<file path="config.mk">
export PLATFORM = sky130hd
export DESIGN_NAME = ehu_queue
export DESIGN_NICKNAME = d
export VERILOG_FILES = /design/src/rtl/core/ehu_pkg.sv /design/src/rtl/core/ehu_queue.sv
export SDC_FILE = /design/constraint.sdc
export NUM_CORES = 1
export LEC_CHECK = 0
export BUFFER_PORTS_ARGS = -buffer_cell sky130_fd_sc_hd__buf_2
export CORE_ASPECT_RATIO = 1.5
export CORE_UTILIZATION = 35
export DETAILED_ROUTE_END_ITERATION = 10
export PLACE_DENSITY_LB_ADDON = 0.2
export SLEW_MARGIN = 10
export SYNTH_ARGS = -nofsm -noshare
export SYNTH_HDL_FRONTEND = slang
export SYNTH_SLANG_ARGS = --single-unit
</file>
<file path="constraint.sdc">
create_clock -name clk_i -period 7.95 [get_ports clk_i]
set_input_delay 0 -clock clk_i [delete_from_list [all_inputs] [get_ports clk_i]]
set_output_delay 0 -clock clk_i [all_outputs]
set_load 0.01 [all_outputs]
</file>
<file path="src/rtl/core/ehu_pkg.sv">
// ----------------------------------------------------------------------------
// ehu_pkg
// Shared types and codes for the EHABI frame unwind block.
// ----------------------------------------------------------------------------
package ehu_pkg;

  localparam logic [1:0] OP_LOAD  = 2'd0;
  localparam logic [1:0] OP_BEGIN = 2'd1;
  localparam logic [1:0] OP_ENTRY = 2'd2;
  localparam logic [1:0] OP_NONE  = 2'd3;

  localparam logic REG_STACK_BASE = 1'b0;
  localparam logic REG_STACK_TOP  = 1'b1;

  localparam logic [3:0] ST_OK      = 4'd0;
  localparam logic [3:0] ST_CANT    = 4'd1;
  localparam logic [3:0] ST_BADPERS = 4'd2;
  localparam logic [3:0] ST_REFUSE  = 4'd3;
  localparam logic [3:0] ST_SPARE   = 4'd4;
  localparam logic [3:0] ST_UNHAND  = 4'd5;
  localparam logic [3:0] ST_SPRANGE = 4'd6;
  localparam logic [3:0] ST_PCLOOP  = 4'd7;
  localparam logic [3:0] ST_OUTSIDE = 4'd8;

  localparam int unsigned IN_BITS = 2 + 8 + 32 * 5;

  // Item passed from the front to the back through the queue.
  typedef struct packed {
    logic [1:0]  op;
    logic [7:0]  idx;
    logic [31:0] value;
    logic [31:0] fp;
    logic [31:0] sp;
    logic [31:0] lr;
    logic [31:0] pc;
  } item_t;

  typedef struct packed {
    logic [3:0]  status;
    logic [31:0] fp;
    logic [31:0] sp;
    logic [31:0] lr;
    logic [31:0] pc;
  } result_t;

endpackage

</file>
<file path="src/rtl/core/ehu_queue.sv">
// ----------------------------------------------------------------------------
// ehu_queue
// Two-entry item queue between the front and the back.
// ----------------------------------------------------------------------------
module ehu_queue (
  input  logic           clk_i,
  input  logic           rst_ni,
  input  logic           in_valid_i,
  output logic           in_ready_o,
  input  ehu_pkg::item_t in_item_i,
  output logic           out_valid_o,
  input  logic           out_ready_i,
  output ehu_pkg::item_t out_item_o
);
  ehu_pkg::item_t mem_q [2];
  logic wp_q, rp_q;
  logic [1:0] cnt_q;
  logic push, pop;

  assign in_ready_o  = (cnt_q != 2'd2);
  assign out_valid_o = (cnt_q != 2'd0);
  assign out_item_o  = mem_q[rp_q];
  assign push = in_valid_i && in_ready_o;
  assign pop  = out_valid_o && out_ready_i;

  always_ff @(posedge clk_i or negedge rst_ni) begin
    if (!rst_ni) begin
      wp_q  <= 1'b0;
      rp_q  <= 1'b0;
      cnt_q <= 2'd0;
    end else begin
      if (push) wp_q <= ~wp_q;
      if (pop) rp_q <= ~rp_q;
      cnt_q <= cnt_q + {1'b0, push} - {1'b0, pop};
    end
  end

  always_ff @(posedge clk_i) begin
    if (push) mem_q[wp_q] <= in_item_i;
  end
endmodule

</file>
# Word-level counts from Yosys, hierarchy flattened
# Memories as Yosys holds them, arrays and structs flattened.
# Cells that the tools add are included.
[word_totals]
register_bits = 4
ramBits = 340
input_bits = 174
output_inout_bits = 172
n_memories = 1
[memory_table]
columns = ["memory", "words", "word_bits", "read_ports", "rd_clocked_by_memory_dff", "wr", "line_no", "source"]
rows = [
  ["mem_q", 2, 170, 1, 0, 1, "ehu_queue.sv:15", "ehu_pkg::item_t mem_q [2];"],
]
[classes]
n_addsub = 2
eq_ne = 1
mux = 2
bitwise_logic = 2
n_reduce_logical = 3
[ops]
columns = ["operator", "n"]
rows = [
  ["$add 2x1->2", 1],
  ["$logic_and 1x1->1", 2],
  ["$mux 1", 2],
  ["$ne 2x2->1 const B", 1],
  ["$not 1->1", 2],
  ["$reduce_bool 2->1", 1],
  ["$sub 2x1->2", 1],
]

# Longest topological paths before layout
# Gate-level depths: netlist of the first run.
[logic_depth]
depth_word = 4
depth_mapped = 7
ltp_nobuf = 7

# Worst setup path before layout of the first run
# Ideal clock, no wire load.
[synth_timing]
path_kind = "register -> register"
startpoint = "register cnt_q[1]"
endpoint = "memory mem_q[0][0] in the netlist's numbering (enable)"
t_arrival_ns = 7.715
t_required_ns = 7.248
path_slack_ns = -0.467
path_stages_with_launch = 4
synth_period_minus_slack_ns = 8.417
cell_sequence = "dfrtp_1 -> nand2b_1 -> nand2_1 -> nor2_1"
[synth_between]
elab_chain_cells = 4
[synth_rtl]
columns = ["item", "line_no", "source"]
rows = [
  ["start: declaration", "ehu_queue.sv:17", "logic [1:0] cnt_q;"],
  ["start signal: assignment", "ehu_queue.sv:34", "cnt_q <= cnt_q + {1'b0, push} - {1'b0, pop};"],
  ["$ne 2x2->1", "ehu_queue.sv:20", "assign in_ready_o = (cnt_q != 2'd2);"],
  ["via in_ready_o", "ehu_queue.sv:9", "output logic in_ready_o,"],
  ["$logic_and 1x1->1", "ehu_queue.sv:23", "assign push = in_valid_i && in_ready_o;"],
  ["$mux 1", "ehu_queue.sv:39", "if (push) mem_q[wp_q] <= in_item_i;"],
  ["$mux 1 (not written as such)", "ehu_queue.sv:39", ""],
  ["end: declaration", "ehu_queue.sv:15", ""],
]
# The timed path passes the listed nets, and every way through them passes these cells.

==> results of run 1 <==
==> cell families (layout without fill, tap and decap cells) <==
kind of cell / count (synthesis) / after routing
xor+xnor: 4 / 4
fa+ha+maj: 2 / 2
buf+inv: 20 / 586
flops: 344 / 344
mux: 170 / 170
simple gates: 6 / 6
==> routing by layer <==
metal / track usage / up-vias / part of all wire
met5: 0 / - / 0
met4: 0.0519 / 0 / 0.024
met3: 0.0314 / 35 / 0.056
met2: 0.257 / 218 / 0.54
met1: 0.149 / 3367 / 0.38
li1: - / 3260 / -
==> critical path: stages (launching register included) <==
cell and delay (ns):
dfrtp_4 1.05, buf_4 0.89, mux2_2 0.43, buf_2 0.14
==> power by group through the flow <==
stage | Clock, W | Combinational (W) | Sequential [W]
floorplan | 0 | 0.00126 | 0.00265
global placement | 0 | 0.00184 | 0.00266
detailed placement | 0 | 0.00183 | 0.00268
CTS | 0.00163 | 0.00191 | 0.00264
global route | 0.00169 | 0.00200 | 0.00268
finish | 0.00158 | 0.00186 | 0.00263
==> timing repair <==
action | in CTS | in global routing
buffers inserted | 0 | 0
hold endpoints to repair | 347 | 0
hold buffers | 174 | 0
==> sequential cells by signal, summed over array words and instances (netlist names) <==
name   flops
rp_q       1
mem_q    340
wp_q       1
cnt_q      2
==> Yosys cell counts <==
cell,n,area share
mux2_2,80,0.070
buf_6,11,0.0097
nand2_1,1,0.00029
nor2_1,1,0.00029
or2_2,1,0.00049
xnor2_1,3,0.0020
mux2_4,90,0.11
buf_2,8,0.0031
ha_1,2,0.0020
xor2_1,1,0.00068
inv_1,1,0.00029
nand2b_1,1,0.00049
and2_1,1,0.00049
edfxtp_1,340,0.80
and3_1,1,0.00049
dfrtp_1,4,0.0078
==> layout by cell type, fill, tap and decap left out, drive strengths merged <==
| cell | count |
|---|---|
| or2 | 1 |
| dfrtp | 4 |
| xnor2 | 3 |
| nor2 | 1 |
| and2 | 1 |
| bufinv | 3 |
| mux2 | 170 |
| clkinvlp | 1 |
| xor2 | 1 |
| nand2b | 1 |
| ha | 2 |
| inv | 1 |
| and3 | 1 |
| edfxtp | 340 |
| nand2 | 1 |
| clkinv | 15 |
| clkbuf | 41 |
| dlygate4sd3 | 174 |
| buf | 351 |
==> per-stage QoR <==
step / total power, W / area, um2
2_1_floorplan: 0.00391 / 12800
5_1_grt: 0.00637 / 17900
4_1_cts: 0.00619 / 17900
3_5_place_dp: 0.00452 / 15000
3_3_place_gp: 0.00450 / 15000
6_report: 0.00607 / 17900
==> area by class of cell <==
type,instances,area (um2)
fill,3097,18100
sequential,344,10300
timing repair buffer,525,3510
multi-input combinational,182,2360
clock buffer,41,941
tap,478,598
clock inverter,19,166
inverter,1,3.75
==> path summary, 6_finish.rpt <==
path / depth (start not counted) / start / end
max in group asynchronous: 3 / rst_ni / rp_q$_DFFE_PN0P_
worst max register to register: 4 / cnt_q[0]$_DFF_PN0_ / mem_q[0][1]$_DFFE_PP_
worst min register to register: 1 / cnt_q[0]$_DFF_PN0_ / cnt_q[0]$_DFF_PN0_
min in group asynchronous: 3 / rst_ni / rp_q$_DFFE_PN0P_
worst max-delay path: 3 / rp_q$_DFFE_PN0P_ / out_item_o[54]
worst min-delay path: 2 / in_item_i[84] / mem_q[1][84]$_DFFE_PP_
==> results.md, run 1 <==
* Worst hold slack at 0.214 ns
* Compound-Gate Fraction of Synth Area at 0
* Die H at about 240 um
* Fmax achieved at 320 MHz
* Sw Ratio at 0.284
* Cells after Synth at 546
* Final worst setup slack at 4.83 ns
* Gpl congestion at 0.719
* Total Routing Usage GR at 0.138
* Reg power frac at 0.434
* Post-synthesis mux area share at 0.176
* Max-cap violations at 0
* Syn Area/Cell at 23.5 um2
* Port-buffer cells at 345
* Post-route DRC at 0
* Syn-to-layout area delta at 39.5%
* Post-place setup slack at 5.12 ns
* Critical path startpoint category: flop
* Synth Area in Adders at 0.00195
* Slew headroom at 0.322
* ANT cells at 0
* Final period utilization at 0.392
* Crit Path Class: flop to output port
* Htree depth at 2
* Post-synthesis sequential element count at 344
* Worst-path clk slew at 0.06 ns
* Io pins at between 300 and 400
* Share of cells above drive strength 1 at 0.515
* Global route overflow at 0
* Final hold vios at 0
* Initial core utilization at 0.357
* Later-pin clock latency in the skew report at 0.50 ns
* Largest net degree at the start of global routing at 73
* Max-slew violations at 0
* Nets at 1264
* Power Dens Cells at between 300 and 400 nW/um2
* Antenna Violating Nets Remaining at 0
* Antenna violations before repair at 0
* Internal Power at 0.00435 W
* Die width at 158 um
* Final std cells w/o fill at 1590
* Leak at 6.96 nW
* Simple-gate share of the synthesized area at 0.00254
* Net Count, Synth at between 700 and 800
* Core box area at 35900 um2
* Worst Path Arrival at approximately 3.1 ns
* Main combinational cell family by area after synthesis: multiplexers
* Post-synthesis sequential area ratio at 0.804
* FP Rows at 85
* Die area at 37400 um2
* Post-synthesis cell type count at 16
* Tmin final at 3.12 ns
* First-pass GRT wire length at 39000 um
* Post-CTS sizing at 0
* XOR/XNOR Fraction of Synth Area at 0.00273
* CTS Sinks at 344
* Post-Route Utilization at 0.498
* Critical Path Fanout Max at 60
* Yosys warnings at 0
* Clock Tree Root: clkbuf_16
* Status: finished clean
* Vias in the first global route at 7305
* Worst-margin pin slew at 1.02 ns
* Clk buf depth at 3
* Detailed placer's ending HPWL at 16800 um
* Min-delay worst type: input port to flop
* Switching Power at roughly 0.0017 W
* Drt pass-1 iters at 4
* TritonCTS buffer count at 34
* Element type at the critical path end: output port
* Crit path required time at 7.95 ns
* Iteration-0 DRC Markers at roughly 270
* Setup_tns at 0 ns
* Avg WL per Cell at 16.6 um
* Peak supply drop at between 0.0003 and 0.0004 V
* Via density at approximately 4.3
* RSZ-0062 raised after global routing: false
* Setup-failing EPs final at 0
* Placed insts at 1356
* Combinational power share at 0.306
* Via count at between 6000 and 7000
* R2R setup slack at 5.21 ns
* Mapped cell area at 12800 um2
* Drt total wl at 26400 um
* Clock Skew at 0.00630 ns
* Clock share of power at 0.260
* CTS tree: yes
No activity file was read; power rests on OpenSTA's default activity.
==> run 2, diff against run 1 <==
- clock period: 7.95 -> 3.2 ns (I/O delays scaled with it)
==> results.md, run 2 (same netlist as run 1, synthesis figures left out) <==
* Worst-path clk slew at 0.07 ns
* Post-place setup slack at roughly 1.3 ns
* Worst-margin pin slew at 0.760 ns
* Multi-input gate area at 2360 um2
* Initial core utilization at 0.357
* Antenna Violating Nets Remaining at 0
* Design Power at 0.0153 W
* Crit-path slowest cell: dfrtp_4
* Core box area at 35900 um2
* Via count at 7033
* Setup_tns at 0 ns
* Largest net degree at the start of global routing at roughly 110
* Detailed placer's ending HPWL at between 15000 and 20000 um
* Reg power frac at 0.424
* CTS tree: yes
* Die area at 37400 um2
* TritonCTS buffer count at 35
* Syn-to-layout area delta at 40.6%
* Die width at 158 um
* Status: finished clean
* Avg WL per Cell at 17.8 um
* Final hold vios at 0
* Later-pin clock latency in the skew report at 0.51 ns
* Share of cells above drive strength 1 at 0.520
* Clock Tree Root: clkbuf_16
* Final std cells w/o fill at 1597
* Htree depth at 2
* Switching Power at 0.00444 W
* Global route overflow at 0
* Clk buf depth at 3
* Leak at 7.01 nW
* Reg area at 10300 um2
* Clock share of power at 0.262
* Internal Power at 0.0109 W
* Via density at 4.40
* Final worst setup slack at 0.901 ns
* Critical path startpoint category: flop
* FILL cells at 3117
* Gpl congestion at about 0.75
* Commonest non-fill, non-tap cell in the layout: buf_2
* FP Rows at between 80 and 90
* Critical Path Fanout Max at 35
* Slew headroom at 0.493
* Number of flip-flops in the largest register at between 300 and 400
* Crit Path Class: flop to output port
* Io pins at 346
* Combinational power share at 0.314
* Max-slew violations at 0
* Crit path required time at ~3.2 ns
* Die H at 236 um
* Total Routing Usage GR at 0.151
* CP cell instances: buf_4, mux2_2, buf_2
* Top Registers: mem_q (340), cnt_q (2)
* Antenna violations before repair at 2
* Max-cap violations at 0
* Post-Route Utilization at 0.501
* Crit-path max cell delay at a little over 0.8 ns
* Iteration-0 DRC Markers at 301
* Nets at 1269
* Fmax achieved at 435 MHz
* First-pass GRT wire length at 41800 um
* Sw Ratio at 0.290
* Post-route DRC at 0
* Element type at the critical path end: output port
* Drt total wl at 28400 um
* Vias in the first global route at 7695
* Final period utilization at 0.718
* Register with the most flip-flops: mem_q
* Port-buffer cells at 345
* Setup-failing EPs final at 0
* Most frequent cells in the layout: 345 x buf_2, 340 x edfxtp_1, 174 x dlygate4sd3_1
* RSZ-0062 raised after global routing: false
* Peak supply drop at around 0.0005 V
* CTS Sinks at 344
* Worst Path Arrival at 2.30 ns
* Drt pass-1 iters at 6
* Min-delay worst type: input port to flop
* Clock Skew at 0.0200 ns
* Tmin final at 2.30 ns
* Power Dens Cells at approximately 850 nW/um2
* Placed insts at 1360
run 2: area by class of cell:
cell class              instances  area share
multi-input cells             182       0.131
inverters                       1    0.000208
well taps                     478      0.0332
diodes                          1    0.000139
clock inverters                19     0.00993
flip-flops and latches        344       0.572
repair buffers                529       0.201
clock buffers                  43      0.0526
run 2: power groups by stage:
stage	logic (W)	registers, W	clock network [W]
global route	0.00516	0.00659	0.00431
CTS	0.00493	0.00651	0.00415
global placement	0.00474	0.00656	0
floorplan	0.00314	0.00649	0
finish	0.00482	0.00649	0.00401
detailed placement	0.00474	0.00660	0
run 2: timing repair:
item,in CTS,in global routing
setup buffers,0,0
resized for setup,0,0
hold buffers,174,0
endpoints found under the hold margin,347,0
run 2: stage by stage:
stage | hold WS (ns) | area, um2
floorplan | -0.296 | 12800
global placement | -0.178 | 15200
detailed placement | -0.179 | 15200
CTS | 0.171 | 18000
global route | 0.182 | 18000
finish | 0.202 | 18000
run 2: worst max-delay path: cells and delay by family, from the launching register on:
| family | cells | cell delay [ns] |
|---|---|---|
| flip-flops | 1 | 0.83 |
| multiplexers | 1 | 0.39 |
| buffers and inverters | 2 | 0.55 |
run 2: worst paths after layout:
kind                                          from                endpoint  slack (ns)  cells past startpoint
worst max-delay path              rp_q$_DFFE_PN0P_          out_item_o[61]        0.90                      3
worst min-delay path                 in_item_i[41]  mem_q[0][41]$_DFFE_PP_        0.20                      2
worst max register to register  cnt_q[1]$_DFF_PN0_      cnt_q[1]$_DFF_PN0_        1.35                      7
worst min register to register  cnt_q[0]$_DFF_PN0_      cnt_q[0]$_DFF_PN0_        0.52                      1
max in group asynchronous                   rst_ni        rp_q$_DFFE_PN0P_        2.58                      3
min in group asynchronous                   rst_ni        wp_q$_DFFE_PN0N_        0.40                      3
run 2: metal layers:
layer / track usage / vias up / part of all wire
li1: - / 3276 / -
met1: 0.145 / 3467 / 0.34
met2: 0.291 / 230 / 0.57
met3: 0.0356 / 58 / 0.056
met4: 0.0702 / 2 / 0.037
met5: 0 / - / 0.00046
